### src/hw/rtl/assert_macros.svh
// Assertion macros for the RTL files.
`ifndef ASSERT_MACROS_SVH
`define ASSERT_MACROS_SVH
`ifndef SYNTH
`define ASSERT_IMPLY(lbl, clk, rst, a, c) \
   lbl: assert property (@(posedge clk) disable iff (rst) (a) |-> (c)) \
      else $error("assertion failed");
`define ASSERT_NEXT(lbl, clk, a, c) \
   lbl: assert property (@(posedge clk) (a) |=> (c)) else $error("assertion failed");
`else
`define ASSERT_IMPLY(lbl, clk, rst, a, c)
`define ASSERT_NEXT(lbl, clk, a, c)
`endif
`endif

### src/hw/rtl/ata_pio_pkg.sv
// Types, codes and constants of the ATA PIO command sequencer.
package ata_pio_pkg;

   localparam int SECTOR_BYTES     = 512;
   localparam int MAX_PACKET_BYTES = 16;
   localparam int QUEUE_DEPTH      = 2;   // power of two
   localparam int CSR_INDEX_BITS   = 2;

   localparam logic [1:0] OP_START = 2'd0;
   localparam logic [1:0] OP_READ  = 2'd1;
   localparam logic [1:0] OP_WORD  = 2'd2;

   localparam logic [2:0] KIND_WRITE = 3'd0;
   localparam logic [2:0] KIND_READ  = 3'd1;
   localparam logic [2:0] KIND_DATA  = 3'd2;
   localparam logic [2:0] KIND_NEED  = 3'd3;
   localparam logic [2:0] KIND_DONE  = 3'd4;

   localparam logic [3:0] REG_DATA    = 4'd0;
   localparam logic [3:0] REG_FEATURE = 4'd1;
   localparam logic [3:0] REG_COUNT   = 4'd2;
   localparam logic [3:0] REG_LBA0    = 4'd3;
   localparam logic [3:0] REG_LBA1    = 4'd4;
   localparam logic [3:0] REG_LBA2    = 4'd5;
   localparam logic [3:0] REG_DEVICE  = 4'd6;
   localparam logic [3:0] REG_STATUS  = 4'd7;
   localparam logic [3:0] REG_ALT     = 4'd14;

   localparam logic [CSR_INDEX_BITS-1:0] CSR_SLAVE      = 2'd0;
   localparam logic [CSR_INDEX_BITS-1:0] CSR_POLL_LIMIT = 2'd1;

   localparam logic [7:0]  DEVICE_MASK     = 8'hef;
   localparam logic [15:0] POLL_LIMIT_INIT = 16'd10000;
   localparam logic [7:0]  ST_BSY  = 8'h80;
   localparam logic [7:0]  ST_DRQ  = 8'h08;
   localparam logic [7:0]  ST_ERR  = 8'h01;
   localparam logic [1:0]  IR_CMD_OUT = 2'd1;
   localparam logic [1:0]  IR_DATA_IN = 2'd2;

   typedef enum logic [4:0] {
      PH_IDLE, PH_ALT, PH_POLL, PH_STATUS1, PH_IR_CMD, PH_PKT, PH_IR_DATA,
      PH_CNT_HI, PH_CNT_LO, PH_RD, PH_WR, PH_WSTATUS, PH_CAPTURE
   } phase_type;

   typedef enum logic [2:0] {
      GO_STATUS1, GO_IR_CMD, GO_CHUNK, GO_WSTATUS, GO_CAPTURE
   } resume_type;

   typedef enum logic [1:0] {CLS_START, CLS_READ, CLS_WORD, CLS_NONE} class_type;

   typedef enum logic [1:0] {BK_POP, BK_START, BK_SECOND} back_mode_type;

   typedef struct packed {
      logic [1:0]  operation;
      logic [55:0] task_file;
      logic [31:0] high_order_file;
      logic [4:0]  packet_length;
      logic [15:0] transfer_length;
      logic        write_transfer;
      logic [15:0] read_value;
      logic [15:0] host_word;
   } req_type;

   typedef struct packed {
      logic [2:0]  kind;
      logic [3:0]  reg_address;
      logic [15:0] write_value;
      logic [15:0] data_word_out;
      logic        outcome;
      logic [15:0] bytes_moved;
      logic [55:0] final_registers;
      logic        last;
   } rsp_type;

   typedef struct packed {
      class_type cls;
      req_type   req;
   } q_item_type;

   typedef struct packed {
      logic valid;
      logic full;
   } front_status_type;

   typedef struct packed {
      logic        slave_select;
      logic [15:0] busy_poll_limit;
   } cfg_type;

endpackage

### src/hw/rtl/ata_pio_command_sequencer.sv
// Top level of the ATA PIO command sequencer: control registers, intake queue, engine.
// Host-side ATA/ATAPI PIO sequencer. A start request taken while idle produces twelve
// results (device select, high-order and low-order task file writes, the command
// write, then the first alternate-status read); each device response or host word
// request taken in turn yields one or two results. The engine issues one result per
// cycle into the response register while it is not stalled. A two-entry queue lets
// requests be taken while the engine is still emitting. Drive each requested
// register read back as a response request and each need-host-word as a host word
// request. Control registers may only be written while no command is in flight.
`include "assert_macros.svh"
module ata_pio_command_sequencer
   import ata_pio_pkg::*;
(
   input  logic                      clock,
   input  logic                      reset,
   input  logic                      req_valid,
   output logic                      req_stall,
   input  req_type                   req_payload,
   output logic                      rsp_valid,
   input  logic                      rsp_stall,
   output rsp_type                   rsp_payload,
   input  logic                      csr_valid,
   output logic                      csr_ready,
   input  logic [CSR_INDEX_BITS-1:0] csr_index,
   input  logic [15:0]               csr_data
);

   cfg_type          cfg_ff;
   q_item_type       q_item;
   front_status_type fstat;
   logic             pop;

   assign csr_ready = 1'b1;

   always_ff @(posedge clock) begin
      if (reset) begin
         cfg_ff.slave_select    <= 1'b0;
         cfg_ff.busy_poll_limit <= POLL_LIMIT_INIT;
      end else if (csr_valid && csr_ready) begin
         case (csr_index)
            CSR_SLAVE:      cfg_ff.slave_select    <= csr_data[0];
            CSR_POLL_LIMIT: cfg_ff.busy_poll_limit <= csr_data;
            default: ;
         endcase
      end
   end

   ata_pio_front u_front (
      .clock       (clock),
      .reset       (reset),
      .req_valid   (req_valid),
      .req_stall   (req_stall),
      .req_payload (req_payload),
      .pop         (pop),
      .q_item      (q_item),
      .status      (fstat)
   );

   ata_pio_back u_back (
      .clock       (clock),
      .reset       (reset),
      .cfg         (cfg_ff),
      .q_valid     (fstat.valid),
      .q_item      (q_item),
      .pop         (pop),
      .rsp_valid   (rsp_valid),
      .rsp_stall   (rsp_stall),
      .rsp_payload (rsp_payload)
   );

   `ASSERT_IMPLY(a_pop_needs_item, clock, reset, pop, fstat.valid)
   `ASSERT_IMPLY(a_full_is_valid, clock, reset, fstat.full, fstat.valid)
   `ASSERT_NEXT(a_reset_clears_rsp, clock, reset, !rsp_valid)

endmodule

### src/hw/rtl/ata_pio_front.sv
// Request intake: classifies each request and queues it for the sequencer.
module ata_pio_front
   import ata_pio_pkg::*;
(
   input  logic             clock,
   input  logic             reset,
   input  logic             req_valid,
   output logic             req_stall,
   input  req_type          req_payload,
   input  logic             pop,
   output q_item_type       q_item,
   output front_status_type status
);

   localparam int PTR_BITS = (QUEUE_DEPTH > 1) ? $clog2(QUEUE_DEPTH) : 1;
   localparam int CNT_BITS = $clog2(QUEUE_DEPTH + 1);

   q_item_type          entry_ff [QUEUE_DEPTH];
   logic [PTR_BITS-1:0] wr_ptr_ff, wr_ptr_in, rd_ptr_ff, rd_ptr_in;
   logic [CNT_BITS-1:0] count_ff, count_in;
   logic                push;
   class_type           cls;

   always_comb begin
      unique case (req_payload.operation)
         OP_START: cls = CLS_START;
         OP_READ:  cls = CLS_READ;
         OP_WORD:  cls = CLS_WORD;
         default:  cls = CLS_NONE;
      endcase
   end

   assign status.full  = (count_ff == CNT_BITS'(QUEUE_DEPTH));
   assign status.valid = (count_ff != '0);
   assign req_stall    = status.full;
   assign push         = req_valid && !req_stall;
   assign q_item       = entry_ff[rd_ptr_ff];

   always_comb begin
      wr_ptr_in = push ? wr_ptr_ff + 1'b1 : wr_ptr_ff;
      rd_ptr_in = pop ? rd_ptr_ff + 1'b1 : rd_ptr_ff;
      count_in  = count_ff + CNT_BITS'(push) - CNT_BITS'(pop);
   end

   always_ff @(posedge clock) begin
      if (reset) begin
         wr_ptr_ff <= '0;
         rd_ptr_ff <= '0;
         count_ff  <= '0;
      end else begin
         wr_ptr_ff <= wr_ptr_in;
         rd_ptr_ff <= rd_ptr_in;
         count_ff  <= count_in;
      end
   end

   always_ff @(posedge clock) begin
      if (push) begin
         entry_ff[wr_ptr_ff] <= '{cls: cls, req: req_payload};
      end
   end

endmodule

### src/hw/rtl/ata_pio_back.sv
// Protocol engine: runs the command phases and drives the response register.
module ata_pio_back
   import ata_pio_pkg::*;
(
   input  logic       clock,
   input  logic       reset,
   input  cfg_type    cfg,
   input  logic       q_valid,
   input  q_item_type q_item,
   output logic       pop,
   output logic       rsp_valid,
   input  logic       rsp_stall,
   output rsp_type    rsp_payload
);

   back_mode_type mode_ff, mode_in;
   logic [3:0]    seq_ff;
   phase_type     phase_ff, phase_in;
   resume_type    resume_ff, resume_in;
   logic [1:0]    alt_ff, alt_in;
   logic [3:0]    capidx_ff, capidx_in;
   logic [7:0]    ls_ff, ls_in, bch_ff, bch_in;
   logic [15:0]   bd_ff, bd_in, cl_ff, cl_in, pc_ff, pc_in;
   logic [4:0]    ps_ff, ps_in;
   logic [55:0]   cap_ff, cap_in;
   logic [15:0]   xfer_ff;
   logic [4:0]    pkt_ff;
   logic          wr_ff;
   logic [55:0]   tf_ff;
   logic [31:0]   hi_ff;
   logic          rsp_valid_ff, rsp_valid_in;
   rsp_type       rsp_ff, rsp_in, second_ff, second_in;

   logic          out_free, start_go, has_pre, has_tail;
   rsp_type       pre, tail, start_rsp;
   logic [15:0]   left;
   logic [4:0]    plen;

   function automatic rsp_type mk(logic [2:0] kind, logic [3:0] addr, logic [15:0] wv,
                                  logic [15:0] dw, logic oc, logic [15:0] moved,
                                  logic [55:0] regs);
      rsp_type r;
      r.kind            = kind;
      r.reg_address     = addr;
      r.write_value     = wv;
      r.data_word_out   = dw;
      r.outcome         = oc;
      r.bytes_moved     = moved;
      r.final_registers = regs;
      r.last            = 1'b0;
      return r;
   endfunction

   function automatic rsp_type rd(logic [3:0] addr);
      return mk(KIND_READ, addr, '0, '0, 1'b0, '0, '0);
   endfunction

   assign out_free    = !rsp_valid_ff || !rsp_stall;
   assign pop         = (mode_ff == BK_POP) && q_valid && out_free;
   assign start_go    = (q_item.cls == CLS_START) && (phase_ff == PH_IDLE);
   assign left        = xfer_ff - bd_ff;
   assign rsp_valid   = rsp_valid_ff;
   assign rsp_payload = rsp_ff;
   assign plen        = (q_item.req.packet_length > 5'(MAX_PACKET_BYTES)) ?
                        5'(MAX_PACKET_BYTES) : q_item.req.packet_length;

   // Register writes of a start, device select through command, then first alt read.
   always_comb begin
      start_rsp = mk(KIND_WRITE, REG_DEVICE,
                     {8'h00, (tf_ff[47:40] & DEVICE_MASK) | {3'b000, cfg.slave_select, 4'h0}},
                     '0, 1'b0, '0, '0);
      case (seq_ff)
         4'd1:  start_rsp.write_value = {8'h00, hi_ff[7:0]};
         4'd2:  start_rsp.write_value = {8'h00, hi_ff[15:8]};
         4'd3:  start_rsp.write_value = {8'h00, hi_ff[23:16]};
         4'd4:  start_rsp.write_value = {8'h00, hi_ff[31:24]};
         4'd5:  start_rsp.write_value = {8'h00, tf_ff[7:0]};
         4'd6:  start_rsp.write_value = {8'h00, tf_ff[15:8]};
         4'd7:  start_rsp.write_value = {8'h00, tf_ff[23:16]};
         4'd8:  start_rsp.write_value = {8'h00, tf_ff[31:24]};
         4'd9:  start_rsp.write_value = {8'h00, tf_ff[39:32]};
         4'd10: start_rsp.write_value = {8'h00, tf_ff[55:48]};
         default: ;
      endcase
      case (seq_ff)
         4'd1, 4'd2, 4'd3, 4'd4: start_rsp.reg_address = REG_COUNT + (seq_ff - 4'd1);
         4'd5, 4'd6, 4'd7, 4'd8, 4'd9:
            start_rsp.reg_address = REG_FEATURE + (seq_ff - 4'd5);
         4'd10: start_rsp.reg_address = REG_STATUS;
         4'd11: start_rsp = rd(REG_ALT);
         default: ;
      endcase
      start_rsp.last = (seq_ff == 4'd11);
   end

   // One response or host word: state update plus up to two results.
   always_comb begin
      logic [7:0]  b;
      logic [15:0] cnt, take, dev_cnt;
      logic        want_bc, want_nd, want_lc;
      resume_type  go;
      phase_in  = phase_ff;
      resume_in = resume_ff;
      alt_in    = alt_ff;
      capidx_in = capidx_ff;
      ls_in     = ls_ff;
      bch_in    = bch_ff;
      bd_in     = bd_ff;
      cl_in     = cl_ff;
      pc_in     = pc_ff;
      ps_in     = ps_ff;
      cap_in    = cap_ff;
      has_pre   = 1'b0;
      has_tail  = 1'b0;
      pre       = '0;
      tail      = '0;
      want_bc   = 1'b0;
      want_nd   = 1'b0;
      want_lc   = 1'b0;
      go        = GO_STATUS1;
      cnt       = 16'(SECTOR_BYTES);
      take      = '0;
      b         = q_item.req.read_value[7:0];
      dev_cnt   = {bch_ff, b};
      case (q_item.cls)
         CLS_READ: begin
            case (phase_ff)
               PH_ALT: begin
                  has_tail = 1'b1;
                  alt_in   = alt_ff + 2'd1;
                  if (alt_ff != 2'd3) begin
                     tail = rd(REG_ALT);
                  end else begin
                     pc_in    = '0;
                     tail     = rd(REG_STATUS);
                     phase_in = PH_POLL;
                  end
               end
               PH_POLL: begin
                  if ((b & ST_BSY) != '0 &&
                      (cfg.busy_poll_limit == '0 || pc_ff < cfg.busy_poll_limit)) begin
                     pc_in    = pc_ff + 16'd1;
                     tail     = rd(REG_STATUS);
                     has_tail = 1'b1;
                  end else begin
                     has_tail = 1'b1;
                     case (resume_ff)
                        GO_STATUS1: begin
                           tail = rd(REG_STATUS); phase_in = PH_STATUS1;
                        end
                        GO_IR_CMD: begin
                           tail = rd(REG_COUNT); phase_in = PH_IR_CMD;
                        end
                        GO_CHUNK: begin
                           if (pkt_ff != '0) begin
                              tail = rd(REG_COUNT); phase_in = PH_IR_DATA;
                           end else begin
                              has_tail = 1'b0; want_bc = 1'b1;
                           end
                        end
                        GO_WSTATUS: begin
                           tail = rd(REG_STATUS); phase_in = PH_WSTATUS;
                        end
                        default: begin
                           capidx_in = 4'd1;
                           tail      = rd(REG_FEATURE);
                           phase_in  = PH_CAPTURE;
                        end
                     endcase
                  end
               end
               PH_STATUS1: begin
                  ls_in = b;
                  if (pkt_ff != '0) begin
                     has_tail = 1'b1; tail = rd(REG_ALT); phase_in = PH_ALT;
                     resume_in = GO_IR_CMD; alt_in = '0;
                  end else begin
                     want_lc = 1'b1;
                  end
               end
               PH_IR_CMD: begin
                  if ((ls_ff & ST_DRQ) == '0 || b[1:0] != IR_CMD_OUT) begin
                     has_tail = 1'b1; phase_in = PH_IDLE;
                     tail = mk(KIND_DONE, '0, '0, '0, 1'b1, bd_ff, cap_ff);
                  end else begin
                     ps_in = '0;
                     if (pkt_ff >= 5'd2) begin
                        has_tail = 1'b1; phase_in = PH_PKT;
                        tail = mk(KIND_NEED, '0, '0, '0, 1'b0, '0, '0);
                     end else begin
                        want_lc = 1'b1;
                     end
                  end
               end
               PH_IR_DATA: begin
                  has_tail = 1'b1;
                  if (b[1:0] != IR_DATA_IN) begin
                     phase_in = PH_IDLE;
                     tail = mk(KIND_DONE, '0, '0, '0, 1'b1, bd_ff, cap_ff);
                  end else begin
                     tail = rd(REG_LBA2); phase_in = PH_CNT_HI;
                  end
               end
               PH_CNT_HI: begin
                  bch_in = b; has_tail = 1'b1;
                  tail = rd(REG_LBA1); phase_in = PH_CNT_LO;
               end
               PH_CNT_LO: begin
                  // odd byte count is allowed only for the final chunk
                  if (dev_cnt == '0 || dev_cnt > left || (dev_cnt[0] && dev_cnt != left)) begin
                     has_tail = 1'b1; phase_in = PH_IDLE;
                     tail = mk(KIND_DONE, '0, '0, '0, 1'b1, bd_ff, cap_ff);
                  end else begin
                     cnt = dev_cnt; want_bc = 1'b1;
                  end
               end
               PH_RD: begin
                  has_pre = 1'b1;
                  pre     = mk(KIND_DATA, '0, '0, q_item.req.read_value, 1'b0, '0, '0);
                  cl_in   = cl_ff - 16'd2;
                  want_nd = 1'b1;
               end
               PH_WSTATUS: begin
                  ls_in = b; has_tail = 1'b1;
                  if ((b & (ST_DRQ | ST_ERR)) != '0) begin
                     phase_in = PH_IDLE;
                     tail = mk(KIND_DONE, '0, '0, '0, 1'b1, bd_ff, cap_ff);
                  end else begin
                     tail = rd(REG_ALT); phase_in = PH_ALT;
                     resume_in = GO_CAPTURE; alt_in = '0;
                  end
               end
               PH_CAPTURE: begin
                  case (3'(capidx_ff - 4'd1))
                     3'd0: cap_in[7:0]   = cap_ff[7:0]   | b;
                     3'd1: cap_in[15:8]  = cap_ff[15:8]  | b;
                     3'd2: cap_in[23:16] = cap_ff[23:16] | b;
                     3'd3: cap_in[31:24] = cap_ff[31:24] | b;
                     3'd4: cap_in[39:32] = cap_ff[39:32] | b;
                     3'd5: cap_in[47:40] = cap_ff[47:40] | b;
                     3'd6: cap_in[55:48] = cap_ff[55:48] | b;
                     default: ;
                  endcase
                  capidx_in = capidx_ff + 4'd1;
                  has_tail  = 1'b1;
                  if (capidx_in <= 4'd7) begin
                     tail = rd(capidx_in);
                  end else begin
                     ls_in    = b;
                     phase_in = PH_IDLE;
                     tail = mk(KIND_DONE, '0, '0, '0, (b & (ST_DRQ | ST_ERR)) != '0,
                               bd_ff, cap_in);
                  end
               end
               default: ;
            endcase
         end
         CLS_WORD: begin
            if (phase_ff == PH_PKT) begin
               has_pre = 1'b1;
               pre = mk(KIND_WRITE, REG_DATA, q_item.req.host_word, '0, 1'b0, '0, '0);
               ps_in = ps_ff + 5'd2;
               if ({1'b0, ps_in} + 6'd2 <= {1'b0, pkt_ff}) begin
                  has_tail = 1'b1;
                  tail = mk(KIND_NEED, '0, '0, '0, 1'b0, '0, '0);
               end else begin
                  want_lc = 1'b1;
               end
            end else if (phase_ff == PH_WR) begin
               has_pre = 1'b1;
               pre = mk(KIND_WRITE, REG_DATA, q_item.req.host_word, '0, 1'b0, '0, '0);
               cl_in   = cl_ff - 16'd2;
               want_nd = 1'b1;
            end
         end
         default: ;
      endcase

      if (want_bc) begin
         take    = (cnt > left) ? left : cnt;
         bd_in   = bd_ff + take;
         cl_in   = {take[15:1], 1'b0};
         want_nd = 1'b1;
      end
      if (want_nd) begin
         if (cl_in >= 16'd2) begin
            has_tail = 1'b1;
            if (wr_ff) begin
               tail = mk(KIND_NEED, '0, '0, '0, 1'b0, '0, '0); phase_in = PH_WR;
            end else begin
               tail = rd(REG_DATA); phase_in = PH_RD;
            end
         end else begin
            want_lc = 1'b1;
         end
      end
      if (want_lc) begin
         if (bd_in < xfer_ff && (ls_in & (ST_DRQ | ST_ERR)) == ST_DRQ) go = GO_CHUNK;
         else if (wr_ff) go = GO_WSTATUS;
         else go = GO_CAPTURE;
         has_tail  = 1'b1;
         tail      = rd(REG_ALT);
         phase_in  = PH_ALT;
         resume_in = go;
         alt_in    = '0;
      end
   end

   always_comb begin
      mode_in = mode_ff;
      unique case (mode_ff)
         BK_POP: begin
            if (pop && start_go) mode_in = BK_START;
            else if (pop && has_pre) mode_in = BK_SECOND;
         end
         BK_START: begin
            if (out_free && seq_ff == 4'd11) mode_in = BK_POP;
         end
         BK_SECOND: begin
            if (out_free) mode_in = BK_POP;
         end
         default: mode_in = BK_POP;
      endcase
   end

   // Response register: held while stalled, loaded from the start sequence, the
   // second result of a pair, or the result of a popped request.
   always_comb begin
      rsp_valid_in = rsp_valid_ff && rsp_stall;
      rsp_in       = rsp_ff;
      second_in    = second_ff;
      if (mode_ff == BK_START && out_free) begin
         rsp_valid_in = 1'b1;
         rsp_in       = start_rsp;
      end
      if (mode_ff == BK_SECOND && out_free) begin
         rsp_valid_in = 1'b1;
         rsp_in       = second_ff;
      end
      if (pop && q_item.cls != CLS_START && has_tail) begin
         rsp_valid_in = 1'b1;
         if (has_pre) begin
            rsp_in         = pre;
            second_in      = tail;
            second_in.last = 1'b1;
         end else begin
            rsp_in      = tail;
            rsp_in.last = 1'b1;
         end
      end
   end

   always_ff @(posedge clock) begin
      if (reset) begin
         mode_ff      <= BK_POP;
         seq_ff       <= '0;
         rsp_valid_ff <= 1'b0;
         phase_ff     <= PH_IDLE;
         resume_ff    <= GO_STATUS1;
         alt_ff       <= '0;
         capidx_ff    <= '0;
         ls_ff        <= '0;
         bch_ff       <= '0;
         bd_ff        <= '0;
         cl_ff        <= '0;
         pc_ff        <= '0;
         ps_ff        <= '0;
         cap_ff       <= '0;
      end else begin
         mode_ff      <= mode_in;
         rsp_valid_ff <= rsp_valid_in;
         if (mode_ff == BK_START && out_free) begin
            seq_ff <= seq_ff + 4'd1;
         end
         if (pop && q_item.cls == CLS_START) begin
            if (start_go) begin
               seq_ff    <= '0;
               phase_ff  <= PH_ALT;
               resume_ff <= GO_STATUS1;
               alt_ff    <= '0;
               ls_ff     <= '0;
               bch_ff    <= '0;
               bd_ff     <= '0;
               cl_ff     <= '0;
               pc_ff     <= '0;
               ps_ff     <= '0;
               cap_ff    <= '0;
            end
         end else if (pop) begin
            phase_ff  <= phase_in;
            resume_ff <= resume_in;
            alt_ff    <= alt_in;
            capidx_ff <= capidx_in;
            ls_ff     <= ls_in;
            bch_ff    <= bch_in;
            bd_ff     <= bd_in;
            cl_ff     <= cl_in;
            pc_ff     <= pc_in;
            ps_ff     <= ps_in;
            cap_ff    <= cap_in;
         end
      end
   end

   always_ff @(posedge clock) begin
      if (pop && start_go) begin
         xfer_ff <= q_item.req.transfer_length;
         pkt_ff  <= plen;
         wr_ff   <= q_item.req.write_transfer;
         tf_ff   <= q_item.req.task_file;
         hi_ff   <= q_item.req.high_order_file;
      end
      rsp_ff    <= rsp_in;
      second_ff <= second_in;
   end

endmodule

### config.mk
export PLATFORM = sky130hd
export DESIGN_NAME = ata_pio_command_sequencer
export DESIGN_NICKNAME = d
export VERILOG_FILES = /design/src/hw/rtl/ata_pio_pkg.sv /design/src/hw/rtl/ata_pio_command_sequencer.sv /design/src/hw/rtl/ata_pio_front.sv /design/src/hw/rtl/ata_pio_back.sv
export VERILOG_INCLUDE_DIRS = /design/src /design/src/hw/rtl
export SDC_FILE = /design/constraint.sdc
export NUM_CORES = 1
export LEC_CHECK = 0
export BUFFER_PORTS_ARGS = -buffer_cell sky130_fd_sc_hd__buf_2
export CORE_ASPECT_RATIO = 0.75
export CORE_MARGIN = 3
export CORE_UTILIZATION = 55
export CTS_CLUSTER_DIAMETER = 120
export DETAILED_ROUTE_END_ITERATION = 16
export GPL_ROUTABILITY_DRIVEN = 1
export PLACE_DENSITY = 0.74
export SKIP_CTS_REPAIR_TIMING = 1
export SYNTH_ARGS = -nofsm -noshare
export SYNTH_HDL_FRONTEND = slang
export SYNTH_SLANG_ARGS = --single-unit
### constraint.sdc
create_clock -name clock -period 12.6 [get_ports clock]
set_input_delay 0.63 -clock clock [delete_from_list [all_inputs] [get_ports clock]]
set_output_delay 0.63 -clock clock [all_outputs]
set_load 0.02 [all_outputs]
### Word level (Yosys, flattened, before mapping)

Memories as Yosys holds them, arrays and structs flattened. A register that Yosys moved wholly into a read port is not among the register bits.
Index checks and enable logic that the tools add are counted.

| word-level totals | value |
|---|---|
| register bits | 496 |
| input bits | 167 |
| bits in writable memories | 292 |
| output and inout port bits | 116 |
| memories kept | 1 |

| operators by class | value |
|---|---|
| magnitude comparators | 9 |
| bitwise logic cells | 9 |
| reduce and logical (&&, ||, !) cells | 67 |
| equal/unequal tests | 58 |
| muxes and demuxes | 172 |
| add/subtract/negate cells | 18 |

Memories:

| name | depth | bits a word | read ports | clocked after Yosys merged registers in | write ports | RTL line | RTL |
|---|---|---|---|---|---|---|---|
| u_front.entry_ff | 2 | 146 | 1 | 1 | 1 | ata_pio_front.sv:18 | `q_item_type entry_ff [QUEUE_DEPTH];` |

Operators by type and width:

| kind | count |
|---|---|
| $mux 113 | 15 |
| $pmux 113 s9 | 1 |
| $pmux 113 s2 | 2 |
| $mux 112 | 4 |
| $pmux 113 s3 | 1 |
| $mux 16 | 19 |
| $mux 56 | 5 |
| $mux 111 | 2 |
| $mux 110 | 1 |
| $mux 106 | 1 |
| $mux 5 | 21 |
| $mux 98 | 1 |
| $mux 8 | 12 |
| $pmux 8 s10 | 1 |
| $pmux 16 s2 | 2 |
| $or 8x8->8 | 7 |
| $pmux 5 s9 | 1 |
| $mux 1 | 36 |
| $mux 4 | 9 |
| $gt 16x16->1 | 2 |
| $logic_not 16->1 | 2 |
| $lt 16x16->1 | 2 |
| $mux 3 | 10 |
| $reduce_and 6->1 | 5 |
| 71 further kinds | 171 |

### Logic depth before layout (Yosys ltp)

| depth | value |
|---|---|
| depth in word-level cells | 17 |
| mapped depth | 64 |
| mapped depth without buffers | 61 |

### By module

Synthesis repeated with hierarchy kept, for this count alone.

| second synthesis, totals | value |
|---|---|
| cell total of the unflattened synthesis | 2715 |
| area, all modules | 33688.6 um^2 |

By module, submodules not included:

| module | instances | area an instance (um^2) | cells an instance | sequential area each (um^2) |
|---|---|---|---|---|
| ata_pio_back | 1 | 22066.2 | 2156 | 11831.3 |
| ata_pio_front | 1 | 10860.4 | 483 | 8868.5 |
| ata_pio_command_sequencer | 1 | 762.0 | 76 | 340.3 |

### Worst setup path after synthesis

Ideal clock, no wire load.

| path | value |
|---|---|
| kind | reg2reg |
| from | register u_back.bd_ff[1] |
| to | register u_back.resume_ff[2] |
| library setup time | 0.117 ns |
| required time | 12.483 ns |
| stages on the path, launching flop included | 59 |
| period minus slack after synthesis | 11.016 ns |
| slack | 1.584 ns |
| arrival | 10.900 ns |
| cell sequence | dfxtp_1 -> inv_1 -> ha_1 -> nor2b_1 -> o31a_1 -> a211oi_2 -> o21bai_1 -> a21o_1 -> a21oi_1 -> o211ai_1 -> a21oi_1 -> xnor2_1 -> ha_1 -> and4_1 -> a211oi_1 -> nand2_1 -> a31o_1 -> a311o_1 -> [23 not listed] -> a21boi_0 -> o41ai_1 -> nor2_1 -> a211oi_1 -> o21ai_0 -> xnor2_1 -> nand2_1 -> xnor2_1 -> ha_1 -> nand4_1 -> nor3_1 -> a221o_1 -> nor3_1 -> o21ai_0 -> a31oi_1 -> or2_2 -> o21ai_0 -> a22o_1 |

| on the way | value |
|---|---|
| word-level cells in the longest chain between the ends | 17 |
| elaborated cells on any way between the ends | 32 |

Ends and longest elaborated chain:

| what | RTL line | RTL |
|---|---|---|
| from (decl) | ata_pio_back.sv:23 | `logic [15:0] bd_ff, bd_in, cl_ff, cl_in, pc_ff, pc_in;` |
| from (signal assigned) | ata_pio_back.sv:396 | `bd_ff <= bd_in;` |
| $sub 16x16->16 | ata_pio_back.sv:61 | `assign left = xfer_ff - bd_ff;` |
| $gt 16x16->1 / $ne 16x16->1 (equally long branches) | ata_pio_back.sv:210 | `if (dev_cnt == '0 \|\| dev_cnt > left \|\| (dev_cnt[0] && dev_cnt != left)) begin` |
| $logic_or 1x1->1 / $logic_and 1x1->1 (equally long branches) | ata_pio_back.sv:210 |  |
| $logic_or 1x1->1 | ata_pio_back.sv:210 |  |
| $mux 16 | ata_pio_back.sv:210 |  |
| $mux 16 | ata_pio_back.sv:127 | `case (phase_ff)` |
| $mux 16 | ata_pio_back.sv:125 | `case (q_item.cls)` |
| $gt 16x16->1 | ata_pio_back.sv:280 | `take = (cnt > left) ? left : cnt;` |
| $mux 16 | ata_pio_back.sv:280 |  |
| $add 16x16->16 | ata_pio_back.sv:281 | `bd_in = bd_ff + take;` |
| $mux 16 | ata_pio_back.sv:279 | `if (want_bc) begin` |
| $lt 16x16->1 | ata_pio_back.sv:298 | `if (bd_in < xfer_ff && (ls_in & (ST_DRQ \| ST_ERR)) == ST_DRQ) go = GO_CHUNK;` |
| $logic_and 1x1->1 | ata_pio_back.sv:298 |  |
| $mux 3 | ata_pio_back.sv:298 |  |
| $mux 3 | ata_pio_back.sv:297 | `if (want_lc) begin` |
| $mux 3 | ata_pio_back.sv:389 | `end else if (pop) begin` |
| $mux 3 | ata_pio_back.sv:375 | `if (pop && q_item.cls == CLS_START) begin` |
| to (signal assigned) | ata_pio_back.sv:391 | `resume_ff <= resume_in;` |
| to (decl) | ata_pio_back.sv:19 | `resume_type resume_ff, resume_in;` |

Parallel ways exist; a longest one is shown, timed or not. The select of a mux whose other input is x is not followed.
A chain may end at the register's enable or synchronous reset.

### Worst setup path after layout

Same ends and word-level chain as after synthesis.

==> flow_summary.ini <==
[clock_network]
htree_levels = 3
cts_made_buffers = 71
path_clk_slew_ns = 0.07
clock_latency_ns = 0.63
ctsRootBufferMaster = clkbuf_16
clock_sinks = 748
cts_tree = done
clk_path_buf_depth = 3

[pwr]
power_w = 0.00684
p_leak_nw = 14.2
power_density_nw_per_um2 = 180
peakVddDrop_mv = 0.138

[worst_setup_path]
path_max_fanout = 8
cp-start-kind = flip-flop
worstPathRequired_ns = 13.11
crit_buf_inv = 1
critPathCaptureType = flip-flop
worstPathArrival_ns = 12.44
worst_path_largest_cell_delay_ns = 0.43
crit_family = compound AO/OA/AOI/OAI gates
cp_slowest_cell = a311o_2
worst_path_most_repeated_cell = o21ai_0
worst-setup-path-type = flip-flop to flip-flop

[synth]
yosys_warnings = 0
async_reset_ff_share_pct = 0
synthFlopType = edfxtp_1
ys_seq_area_share_pct = 62.5
synth_edf_count = 588
avgSynthCellArea_sq_um = 12.1
synth_nets = 3041
synth_cell_types = 87
synthCells = 2757
syn_area_sq_um = 33400
synth-seq-cells = 748

[grt]
grt_pass1_wl_um = 133000
grt_overflow_total = 0
grt_usage_pct = 26.8
grt_max_degree = 80
antenna_found_initial = 9
grt_pass1_vias = 23000

[floorplan]
ios = 283
dieWidth_um = 290
design.core.area_sq_um = 59400
dieArea_sq_um = 63700
die_y_um = 219
rows = 77
start_util_pct = 56.1

[sta]
fin_ws_ns = 0.672
finalSetupViolations = 0
fin_crit_sh_pct = 94.7
finalSetupTns_ns = 0
slew_headroom_pct = 13.9
fin_crit_ns = 11.93
hold_slack_ns = 0.190
slew_viol_final = 0
worst_pin_slew_ns = 1.29
clock.fmax_ghz = 0.0838
hold_violations = 0
finalClockSkew_ns = 0.0343

[run_status]
status = completed

[layout]
drive_gt1_share_pct = 19.4
nNetsFinal = 3303
syn_to_final_growth_pct = 14.3
final_common_cell = edfxtp_1
layout_common_cells = edfxtp_1 (588), nor2_1 (306), buf_2 (280)
fill_cells = 4553

[detailed_routing]
drt.antenna.violating_nets = 0
viasPerCell = 6.08
vias = 23600
drt-total-wl_um = 87100
wire_per_inst_um = 22.5
drtIter0Drc = 2323
first_pass_iters = 6
route.detailed.drc = 0

[run]
cap_violations = 0

[placement]
post-place-ws_ns = 0.100
gp_congestion = 0.928
dp_hpwl_um = 59400
place.port_buffers = 280

[hold_path]
hold_path.class = primary input to flip-flop
state kept, by name, indices dropped and copies added (netlist names), 17 cells and up, named ones only:
| name | flops |
|---|---|
| u_back.hi_ff | 32 |
| u_back.tf_ff | 55 |
| u_back.rsp_payload | 113 |
| u_back.second_ff | 80 |
| u_back.cap_ff | 56 |
| u_front.entry_ff | 286 |
| cfg_ff | 17 |
Yosys cell counts, types with 16 or more instances:
master	count	area, sq um
nor3_1	32	160
buf_1	24	90.1
a22o_1	92	806
mux2_2	114	1280
nand4_1	21	131
nand2_1	181	679
and2_1	23	144
nand2b_1	17	106
clkbuf_1	117	439
a21o_1	30	225
nor2_1	309	1160
ha_1	115	1440
a21oi_1	251	1260
and3_1	20	125
a22oi_1	18	135
or3_1	16	100
inv_1	102	383
edfxtp_1	588	17700
xnor2_1	29	254
nor2b_1	20	125
mux2i_1	43	430
dfxtp_1	160	3200
o211ai_1	16	120
xor2_1	21	184
nand3_1	80	400
o21ai_0	91	455
metrics by stage:
stage	instance area (sq um)	cells	util [%]
after floorplan	33400	2757	-
after CTS	38000	3860	63.9
final	38100	3872	64.1
after global placement	35600	3730	59.9
after detailed placement	35600	3730	59.9
after global routing	38100	3871	64.1
report_power, final:
part           leakage, nW  internal (W)  switching, W
Clock                 1.16       0.00124      0.000941
Combinational         6.12      0.000485       0.00101
Sequential            6.93       0.00304      0.000123
Total                 14.2       0.00477       0.00208
cell families after synthesis:
family	after synthesis	synth area share (%)
XOR/XNOR	50	1.31
other	1	0.0112
AND/OR/NAND/NOR	777	10.8
buffers and inverters	250	2.84
flip-flops	748	62.5
adder cells (fa/ha/maj)	117	4.43
AO/OA/AOI/OAI	657	13.0
multiplexers	157	5.14
worst paths after layout:
kind,start,slack [ns],depth (start not counted),to
min reg2reg,cfg_ff[3]$_SDFFE_PP0P_,0.46,2,cfg_ff[3]$_SDFFE_PP0P_
max reg2reg,u_back.bd_ff[1]$_SDFFE_PP0P_,0.67,58,u_back.resume_ff[2]$_SDFFE_PP0P_
max,u_back.bd_ff[1]$_SDFFE_PP0P_,0.67,58,u_back.resume_ff[2]$_SDFFE_PP0P_
min,req_payload[57],0.19,1,u_front.entry_ff[1][57]$_DFFE_PP_
cell type report:
type	count	area, sq um	area share, %
diodes	6	15.0	0.0394
inverters	105	397	1.04
well taps	790	988	2.59
multi-input cells	1759	11700	30.6
clock buffers	91	1880	4.94
flip-flops and latches	748	20900	54.7
repair buffers	334	1810	4.74
clock inverters	39	490	1.29
routing by layer:
| metal | routed length (um) | part of all wire [%] | vias to the layer above | global-route usage (%) |
|---|---|---|---|---|
| met5 | 28 | 0.032 | - | 0 |
| met4 | 2210 | 2.5 | 6 | 8.18 |
| met3 | 6750 | 7.8 | 169 | 4.87 |
| met2 | 40100 | 46 | 1006 | 42.2 |
| met1 | 38000 | 44 | 11600 | 38.1 |
| li1 | - | - | 10800 | - |
No activity file was read; power rests on OpenSTA's default activity.
